==> src/kdi_pkg.sv <==
// Package for the k-mer dedup indexer: widths, table geometry, FSM state type,
// controller/datapath command and status structs, and the hash multiplier.
// No dependencies.
package kdi_pkg;

  localparam int unsigned TableEntries = 65536;
  localparam int unsigned SlotW = $clog2(TableEntries);
  localparam int unsigned IdLimit = (TableEntries < 65536) ? TableEntries : 65536;
  localparam int unsigned IdCntW = $clog2(IdLimit + 1);
  localparam int unsigned ProbeCntW = $clog2(TableEntries + 1);

  localparam logic [7:0] ChNewline = 8'd10;
  localparam logic [7:0] ChHeader  = 8'h3E;
  localparam logic [7:0] ChA = 8'h41;
  localparam logic [7:0] ChC = 8'h43;
  localparam logic [7:0] ChG = 8'h47;
  localparam logic [7:0] ChT = 8'h54;
  localparam logic [5:0] KmerLenReset = 6'd31;
  localparam logic [31:0] U32Max = 32'hFFFF_FFFF;
  localparam logic [63:0] HashMul = 64'h9E37_79B9_7F4A_7C15;

  typedef enum logic [3:0] {
    ST_CLEAR,
    ST_IDLE,
    ST_MUL0,
    ST_MUL1,
    ST_MUL2,
    ST_HASH,
    ST_READ,
    ST_CMP,
    ST_EMIT
  } kdi_state_t;

  typedef struct packed {
    logic clear_slot;   // clear valid bit at clear counter
    logic take_byte;    // parse the input byte
    logic mul_step0;
    logic mul_step1;
    logic mul_step2;
    logic hash_fold;    // form the slot index
    logic mem_read;     // issue table read at probe index
    logic probe_next;   // advance probe index
    logic do_insert;    // write new entry
    logic set_hit;      // latch hit result
    logic set_full;     // latch full result
    logic emit;         // drive the result strobe
  } kdi_cmd_t;

  typedef struct packed {
    logic clear_done;
    logic want_lookup;  // byte produced a k-mer
    logic slot_free;
    logic key_match;
    logic ids_exhausted;
    logic probes_done;
  } kdi_stat_t;

endpackage

==> src/kdi_ctrl.sv <==
// Controller FSM of the k-mer dedup indexer: clearing pass, parse,
// multi-cycle hash, linear probe loop. Depends on kdi_pkg.
module kdi_ctrl (
  input  logic clk,
  input  logic rst,
  input  logic start,
  input  kdi_pkg::kdi_stat_t stat,
  output kdi_pkg::kdi_cmd_t cmd,
  output logic busy
);
  import kdi_pkg::*;

  kdi_state_t state, state_next;

  always_ff @(posedge clk) begin
    if (rst) state <= ST_CLEAR;
    else state <= state_next;
  end

  always_comb begin
    state_next = state;
    case (state)
      ST_CLEAR: if (stat.clear_done) state_next = ST_IDLE;
      ST_IDLE:  if (start && stat.want_lookup) state_next = ST_MUL0;
      ST_MUL0:  state_next = ST_MUL1;
      ST_MUL1:  state_next = ST_MUL2;
      ST_MUL2:  state_next = ST_HASH;
      ST_HASH:  state_next = ST_READ;
      ST_READ:  state_next = ST_CMP;
      ST_CMP: begin
        if (stat.slot_free || stat.key_match || stat.probes_done) state_next = ST_EMIT;
        else state_next = ST_READ;
      end
      ST_EMIT:  state_next = ST_IDLE;
      default:  state_next = ST_IDLE;
    endcase
  end

  always_comb begin
    cmd = '0;
    busy = 1'b1;
    case (state)
      ST_CLEAR: cmd.clear_slot = 1'b1;
      ST_IDLE: begin
        busy = 1'b0;
        cmd.take_byte = start;
      end
      ST_MUL0: cmd.mul_step0 = 1'b1;
      ST_MUL1: cmd.mul_step1 = 1'b1;
      ST_MUL2: cmd.mul_step2 = 1'b1;
      ST_HASH: cmd.hash_fold = 1'b1;
      ST_READ: cmd.mem_read = 1'b1;
      ST_CMP: begin
        if (stat.slot_free) begin
          if (stat.ids_exhausted) cmd.set_full = 1'b1;
          else cmd.do_insert = 1'b1;
        end else if (stat.key_match) begin
          cmd.set_hit = 1'b1;
        end else if (stat.probes_done) begin
          cmd.set_full = 1'b1;
        end else begin
          cmd.probe_next = 1'b1;
        end
      end
      ST_EMIT: cmd.emit = 1'b1;
      default: ;
    endcase
  end
endmodule

==> config.mk <==
export PLATFORM = sky130hd
export DESIGN_NAME = kdi_ctrl
export DESIGN_NICKNAME = d
export VERILOG_FILES = /design/src/kdi_pkg.sv /design/src/kdi_ctrl.sv
export SDC_FILE = /design/constraint.sdc
export NUM_CORES = 1
export LEC_CHECK = 0
export BUFFER_PORTS_ARGS = -buffer_cell sky130_fd_sc_hd__buf_2
export CORE_MARGIN = 5
export CORE_UTILIZATION = 24
export DETAILED_ROUTE_END_ITERATION = 6
export HOLD_SLACK_MARGIN = 0.1
export PLACE_DENSITY_LB_ADDON = 0.1
export SLEW_MARGIN = 10
export SYNTH_ARGS = -nofsm -noshare
export SYNTH_HDL_FRONTEND = slang
export SYNTH_SLANG_ARGS = --single-unit
==> constraint.sdc <==
create_clock -name clk -period 1.5 [get_ports clk]
set_clock_uncertainty 0.05 [all_clocks]
set_input_delay 0.3 -clock clk [delete_from_list [all_inputs] [get_ports clk]]
set_output_delay 0.3 -clock clk [all_outputs]
set_load 0.005 [all_outputs]
==> results of run 1 <==
-- cell usage in the layout (no fill, tap or decap), drive strengths merged --
cell type and instances:
nor2b 2, nor4 2, nor3 6, inv 1, a211oi 1, a41oi 1, and3 1, dfxtp 4
nor4b 1, nor3b 3, a22oi 1, nand2 4, a21oi 2, a311o 1, nor2 6, buf 25
nand3 2, clkbuf 3, nand2b 4
-- routing by layer --
layer,track usage,share of wire,vias to the layer above
li1,-,-,218
met1,0.127,0.44,174
met2,0.153,0.48,16
met3,0.0263,0.077,0
met4,0.0484,0,0
met5,0,0,-
-- cells in the mapped netlist --
master	n	area, µm²
and3_1	1	6.26
nor4b_1	1	8.76
a22oi_1	1	7.51
nor2b_1	1	6.26
nor4_1	2	12.5
nand2b_1	4	25.0
nand3_2	2	20.0
nand2_1	4	15.0
buf_2	3	15.0
dfxtp_1	4	80.1
inv_1	1	3.75
a41oi_1	1	8.76
a211oi_1	1	7.51
nor3b_1	3	22.5
nor3_1	4	20.0
a311o_1	1	10.0
buf_6	1	11.3
nor2b_2	1	8.76
a21oi_1	2	10.0
nor3_2	2	20.0
nor2_1	6	22.5
-- power groups by stage --
stage | clock, mW | sequential (mW) | combinational [mW]
after floorplan | 0 | 0.117 | 0.0634
after global placement | 0 | 0.126 | 0.106
after detailed placement | 0 | 0.126 | 0.104
after CTS | 0.135 | 0.126 | 0.110
after global routing | 0.145 | 0.127 | 0.126
final | 0.127 | 0.126 | 0.114
-- stage by stage --
step / hold slack (ps) / cell area, µm² / util / worst slack [ps]
global placement: 503 / 474 / 0.360 / 123
global route: 248 / 551 / 0.418 / -92.0
CTS: 238 / 533 / 0.405 / -9.29
finish: 241 / 551 / 0.418 / -13.6
detailed placement: 486 / 474 / 0.360 / 122
floorplan: 323 / 342 / - / 203
-- cell families after synthesis --
logic type / Yosys count / synth area share
AND/OR/NAND/NOR: 31 / 0.549
AO/OA/AOI/OAI: 6 / 0.128
buffers and inverters: 5 / 0.0879
flip-flops: 4 / 0.234
-- cell type report --
class	instances	area [µm²]	share of cell area
well taps	15	18.8	0.0341
multi-input cells	37	270	0.491
clock buffers	3	22.5	0.0409
inverters	1	3.75	0.00682
flip-flops and latches	4	87.6	0.159
repair buffers	25	148	0.268
-- worst paths after layout --
kind,end,slack [ps],depth (start not counted)
max,cmd[3],-10,4
min reg2reg,state[2],410,1
max reg2reg,state[1],260,4
min,state[0],240,2
-- what timing repair did --
item	in CTS	in global routing
setup endpoints to repair	8	7
hold buffers	0	0
pin swaps	1	0
setup buffers	0	1
resized for setup	10	2
==> results.json, run 1 <==
{
  "cts_htree_levels": 1,
  "routed_wl_um": 935,
  "yosysWarnings": 0,
  "critPathLaunchType": "register",
  "worstSetupPathType": "register to primary output",
  "p_int_mw": 0.264,
  "violations": "setup timing",
  "area_delta_synth_final_pct": 61.2,
  "critPathSlowestCell": "dfxtp_2",
  "io_buffer_count": 21,
  "synth_area_um2": 342,
  "finalCriticalPeriod_ps": 1510,
  "cp_num_buf_inv": 1,
  "die_area_um2": 2280,
  "setup_slack_ps": -13.6,
  "drv_cap": 0,
  "pwr-share-clk": 0.347,
  "slew_violations": 0,
  "pwr-share-seq": 0.343,
  "seq_area_frac_synth": 0.234,
  "num_rows": 13,
  "fmax_ghz": 0.661,
  "synth_cell_types": 21,
  "max_stage_delay_ps": 340,
  "drc": 0,
  "grt_pass1_wl_mm": 1.65,
  "n_fill_cell": 130,
  "insertion_delay_ps": 230,
  "hold_violations": 0,
  "layout-drive-gt1-share": 0.600,
  "finalSetupTns_ps": -13.6,
  "cts_buffers": 3,
  "drt_iter0_drc": 7,
  "sw_frac_of_total": 0.282,
  "largest_register": "state",
  "final-setup-viol-count": 1,
  "cts-root-buf": "clkbuf_4",
  "status": "finished with violations",
  "crit_path_max_fanout": 5,
  "r2r-start": "state[0]",
  "fin_cells": 85,
  "max_slew_margin": 0.838,
  "tritoncts": "yes",
  "grt_max_degree": 12,
  "start_util": 0.259,
  "vias": 408,
  "p_leak_nw": 0.244,
  "hold_class": "input pin to register",
  "cp-end-kind": "primary output",
  "avgRoutedWirePerCell_um": 11.0,
  "crit_chain": "nor2b_4 -> nand3_4 -> nor3b_2 -> buf_2",
  "die_y_um": 47.7,
  "worstHoldStart": "rst",
  "ir_worst_vdd_v": 0.000170,
  "dp_hpwl_um": 743,
  "dp.cells": 81,
  "path_clk_slew_ps": 40,
  "crit_start": "state[0]",
  "cts_buffer_depth": 2,
  "post-route-period-util": 1.01,
  "antenna_found_initial": 0,
  "core_area_um2": 1320,
  "overflow": 0,
  "viasPerCell": 4.80,
  "cp.arrival_ps": 1160,
  "dr.pass1.iters": 3,
  "p_total_mw": 0.367,
  "synth-seq-cells": 4,
  "largest_reg_flops": 4,
  "synth_fp_nets": 55,
  "clock_sinks": 4,
  "combPwrFrac": 0.310,
  "top_regs": "state: 4 flops",
  "grt_usage": 0.0992,
  "antenna_cells": 0,
  "required_ps": 1150,
  "syn_avg_cell_area_um2": 7.43,
  "drtAntennaViolNets": 0,
  "rsz0062_at_grt": "yes",
  "die_w_um": 47.7,
  "synthCells": 46,
  "powerDensity_nw_per_um2": 666,
  "p_sw_mw": 0.103,
  "grt_pass1_vias": 408,
  "io_pins": 22,
  "crit_family": "simple AND/OR/NAND/NOR gates",
  "gp_congestion": 0.697,
  "fin_nets": 81,
  "worstMarginPinSlew_ps": 240
}
Note: power is estimated with default switching activity, not from simulation.
==> run 2: changes to the inputs <==
ABC_AREA = 1   (was not set)
==> run 2 against run 1 <==
The run now ends clean. First-iteration DRC count fell by 29%. Register-to-register slack better by 150 ps. Clock-buffer cell count is the same. Worst hold slack lost 27 ps. Highest routed layer unchanged.
==> results.json, run 2 <==
{
  "cp-end-kind": "primary output",
  "synth_most_common_cell": "nand2_1",
  "insertion_delay_ps": 230,
  "cts-root-buf": "clkbuf_4",
  "synth-adder-area-share": 0,
  "ir_worst_vdd_v": 0.000233,
  "vias": 420,
  "synthFlopType": "dfxtp_1",
  "setup_slack_ps": 65.1,
  "top_regs": "state: 4 flops",
  "drt_iter0_drc": 5,
  "clock_sinks": 4,
  "seq_area_frac_synth": 0.218,
  "die_area_um2": 2420,
  "muxShareOfSynthArea": 0,
  "cts_buffer_depth": 2,
  "dp_hpwl_um": 783,
  "area_delta_synth_final_pct": 43.9,
  "p_total_mw": 0.383,
  "io_pins": 22,
  "p_leak_nw": 0.318,
  "worstMarginPinSlew_ps": 207,
  "synthXorXnorAreaFrac": 0,
  "yosysTopAreaCell": "dfxtp_1",
  "crit_path_max_fanout": 6,
  "grt_pass1_vias": 358,
  "synth_top_family_by_area": "simple AND/OR/NAND/NOR gates",
  "overflow": 0,
  "drtAntennaViolNets": 0,
  "post-cts-setup-buffers": 0,
  "fin_nets": 97,
  "num_rows": 14,
  "largest_register": "state",
  "register_area_um2": 91.3,
  "die_w_um": 49.2,
  "routed_wl_um": 894,
  "avgRoutedWirePerCell_um": 8.76,
  "synth_top_cell_area_share": 0.218,
  "die_y_um": 49.2,
  "io_buffer_count": 21,
  "antenna_cells": 0,
  "path_clk_slew_ps": 40,
  "place_area_um2": 493,
  "syn_avg_cell_area_um2": 5.93,
  "final-setup-viol-count": 0,
  "slew_violations": 0,
  "grt_usage": 0.0773,
  "post-route-cell-area_um2": 529,
  "pre_cts_slack_ps": 228,
  "tritoncts": "yes",
  "synth_area_um2": 368,
  "fin_cells": 102,
  "cts_htree_levels": 1,
  "core_area_um2": 1470,
  "cp.arrival_ps": 1080,
  "fmax_ghz": 0.697,
  "async_flop_share": 0,
  "worstSetupPathType": "register to primary output",
  "status": "finished, final reports clean",
  "r2r-start": "state[3]",
  "grt_pass1_wl_mm": 1.40,
  "cts_buffers": 3,
  "max_slew_margin": 0.862,
  "gp_congestion": 0.690,
  "largest_reg_flops": 4,
  "yosysWarnings": 0,
  "hold_class": "input pin to register",
  "powerDensity_nw_per_um2": 723,
  "worstHoldStart": "rst",
  "layout-drive-gt1-share": 0.488,
  "grt_max_degree": 7,
  "synth_fp_nets": 71,
  "drc": 0,
  "synth_compound_area_frac": 0.0612,
  "synth_simple_gate_area_frac": 0.558,
  "yosys-top-cells-count": "nand2_1 (15), inv_1 (11), nor2_1 (6)",
  "required_ps": 1150,
  "start_util": 0.250,
  "finalCriticalPeriod_ps": 1430,
  "hold_violations": 0,
  "dp.cells": 99,
  "synth_cell_types": 15,
  "synth_area_leaders": "dfxtp_1 (22%), nand2_1 (15%), nor2_4 (12%)",
  "dr.pass1.iters": 2,
  "multi_input_area_um2": 230,
  "post-route-period-util": 0.957,
  "antenna_found_initial": 0,
  "drv_cap": 0,
  "n_fill_cell": 178,
  "final_cell_mix": "buf_2 (21), nand2_1 (15), inv_1 (11)",
  "synthCells": 62,
  "synth-seq-cells": 4,
  "critPathLaunchType": "register",
  "viasPerCell": 4.12,
  "final_common_cell": "buf_2",
  "rsz0062_at_grt": "yes",
  "synth_edf_count": 0,
  "crit_start": "state[0]"
}
==> run 2: logic make-up after synthesis <==
logic type	after synthesis
and+or+nand+nor	38
buffers and inverters	16
DFF	4
AOI/OAI and AO/OA	4
==> run 2: critical path, stage by stage, from the launching register on <==
cell,delay (ps)
dfxtp_4,370
nand2_1,70
inv_2,80
nand2_4,70
nor3_1,130
buf_2,140
==> run 2: area by class of cell <==
type                       count  area share
multi-input combinational     42       0.435
timing repair buffer          21       0.199
sequential                     4       0.173
inverter                      16       0.113
clock buffer                   3      0.0426
tap                           16      0.0378
==> run 2: what timing repair did <==
item | in CTS | in global routing
setup endpoints to repair | 3 | 5
hold buffers | 0 | 0
resized for setup | 3 | 4
==> run 2: path summary, 6_finish.rpt <==
path	endpoint	slack, ps	cells past startpoint
worst max register to register	state[1]	410	7
worst max-delay path	cmd[3]	70	5
worst min register to register	state[0]	500	3
worst min-delay path	state[1]	210	2
==> run 2: metal layers <==
layer	global-route usage	part of all wire
met5	0	0
met4	0.0673	0
met3	0.0489	0.088
met2	0.101	0.46
met1	0.0841	0.45
==> run 2: where the power goes <==
group	internal, mW	switching (mW)
Clock	0.0894	0.0424
Combinational	0.0504	0.0719
Sequential	0.116	0.0130
==> run 2: per-stage QoR <==
stage / hold WS (ps) / utilization / setup TNS [ps]
finish: 214 / 0.360 / 0
global route: 220 / 0.360 / -10.8
global placement: 469 / 0.335 / 0
floorplan: 317 / - / 0
detailed placement: 466 / 0.335 / 0
CTS: 204 / 0.353 / 0
==> run 3: changes to the inputs <==
clock period = 1.75 ns   (was 1.5 ns; I/O delays follow)
==> run 3 against run 2 <==
Clock power down 14%. Wire length down 3.6%. Highest routed layer is now met4. Critical path depth unchanged. First-iteration DRC count up 60%. Sequential share of layout area down 1.7 points. Register-to-register slack better by 220 ps. Utilization down 0.94 points. Sequential power down 16%. Via count down 1.2%. Final cell count unchanged. Largest cell class unchanged. Non-clock buffer count unchanged.
==> results.json, run 3 (same netlist as run 2, synthesis figures left out) <==
{
  "status": "finished, final reports clean",
  "critPathSlowestCell": "dfxtp_1",
  "worstMarginPinSlew_ps": 190,
  "die_y_um": 49.2,
  "top_regs": "state: 4 flops",
  "final_common_cell": "buf_2",
  "num_rows": 14,
  "antenna_cells": 0,
  "cts_buffers": 3,
  "cts_buffer_depth": 2,
  "overflow": 0,
  "max_stage_delay_ps": 410,
  "cp.arrival_ps": 1140,
  "tritoncts": "yes",
  "final-setup-viol-count": 0,
  "p_total_mw": 0.326,
  "grt_usage": 0.0829,
  "dp_hpwl_um": 768,
  "routed_wl_um": 862,
  "core_area_um2": 1470,
  "crit_chain": "nand2_1 -> inv_2 -> nand2_4 -> nor3_1 -> buf_2",
  "largest_reg_flops": 4,
  "cp-end-kind": "primary output",
  "layout-drive-gt1-share": 0.442,
  "post-route-period-util": 0.881,
  "ir_worst_vdd_v": 0.000342,
  "fmax_ghz": 0.648,
  "drt_iter0_drc": 8,
  "start_util": 0.250,
  "grt_max_degree": 7,
  "p_leak_nw": 0.315,
  "cts-root-buf": "clkbuf_4",
  "slew_violations": 0,
  "largest_register": "state",
  "hold_class": "input pin to register",
  "crit_path_max_fanout": 6,
  "path_clk_slew_ps": 30,
  "gp_congestion": 0.697,
  "vias": 415,
  "postCtsHoldBufs": 0,
  "antenna_found_initial": 0,
  "post-cts-setup-buffers": 0,
  "drc": 0,
  "io_pins": 22,
  "insertion_delay_ps": 230,
  "whs_ps": 275,
  "required_ps": 1350,
  "drv_cap": 0,
  "max_slew_margin": 0.872,
  "die_w_um": 49.2,
  "cts_htree_levels": 1,
  "drtAntennaViolNets": 0,
  "area_delta_synth_final_pct": 40.1,
  "die_area_um2": 2420,
  "critPathLaunchType": "register",
  "cts-resized-gates": 0,
  "setup_slack_ps": 208,
  "hold_violations": 0,
  "finalSetupTns_ps": 0,
  "final_core_util": 0.350,
  "io_buffer_count": 21,
  "clock_sinks": 4,
  "n_fill_cell": 184,
  "viasPerCell": 4.07,
  "grt_pass1_vias": 369,
  "fin_nets": 97,
  "final_cell_mix": "buf_2 (21), nand2_1 (15), inv_1 (11)",
  "rsz0062_at_grt": "no",
  "pre_cts_slack_ps": 443,
  "grt_pass1_wl_mm": 1.49,
  "dr.pass1.iters": 4,
  "finalCriticalPeriod_ps": 1540,
  "avgRoutedWirePerCell_um": 8.45,
  "powerDensity_nw_per_um2": 633,
  "worstSetupPathType": "register to primary output"
}
[run 3: changes by cell type in the layout (fill, tap and decap cells not counted)]
cell     before  now
nor2_1        5    6
dfxtp_1       1    4
nor2_2        5    4
dfxtp_4       3    0
[run 3: power by group]
group,switching (mW),internal (mW)
Sequential,0.00972,0.0987
Clock,0.0363,0.0766
Combinational,0.0626,0.0421
Total,0.109,0.217
[run 3: layout make-up]
type	count	area, µm²	share of cell area
inverter	16	60.1	0.117
timing repair buffer	21	105	0.204
clock buffer	3	22.5	0.0437
multi-input combinational	42	228	0.442
tap	16	20.0	0.0388
sequential	4	80.1	0.155
[run 3: routing by layer]
metal	GRT usage	wire, µm
met4	0.0807	25
met3	0.0336	36
met5	0	0
met1	0.102	417
met2	0.103	383
[run 3: stage by stage]
step	area [µm²]	cells
floorplan	368	62
global placement	493	99
detailed placement	493	99
CTS	515	102
global route	515	102
finish	515	102
[run 3: worst paths after layout]
check                              start        to  slack (ps)  cells past startpoint
worst min register to register  state[0]  state[0]         520                      3
worst min-delay path                 rst  state[1]         270                      2
worst max-delay path            state[0]    cmd[2]         210                      5
worst max register to register  state[2]  state[2]         630                      6
[run 3: critical path, delay by kind of cell, from the launching register on]
kind,cells,cell delay [ps]
buffers and inverters,2,220
flip-flops,1,410
AND/OR/NAND/NOR,3,280
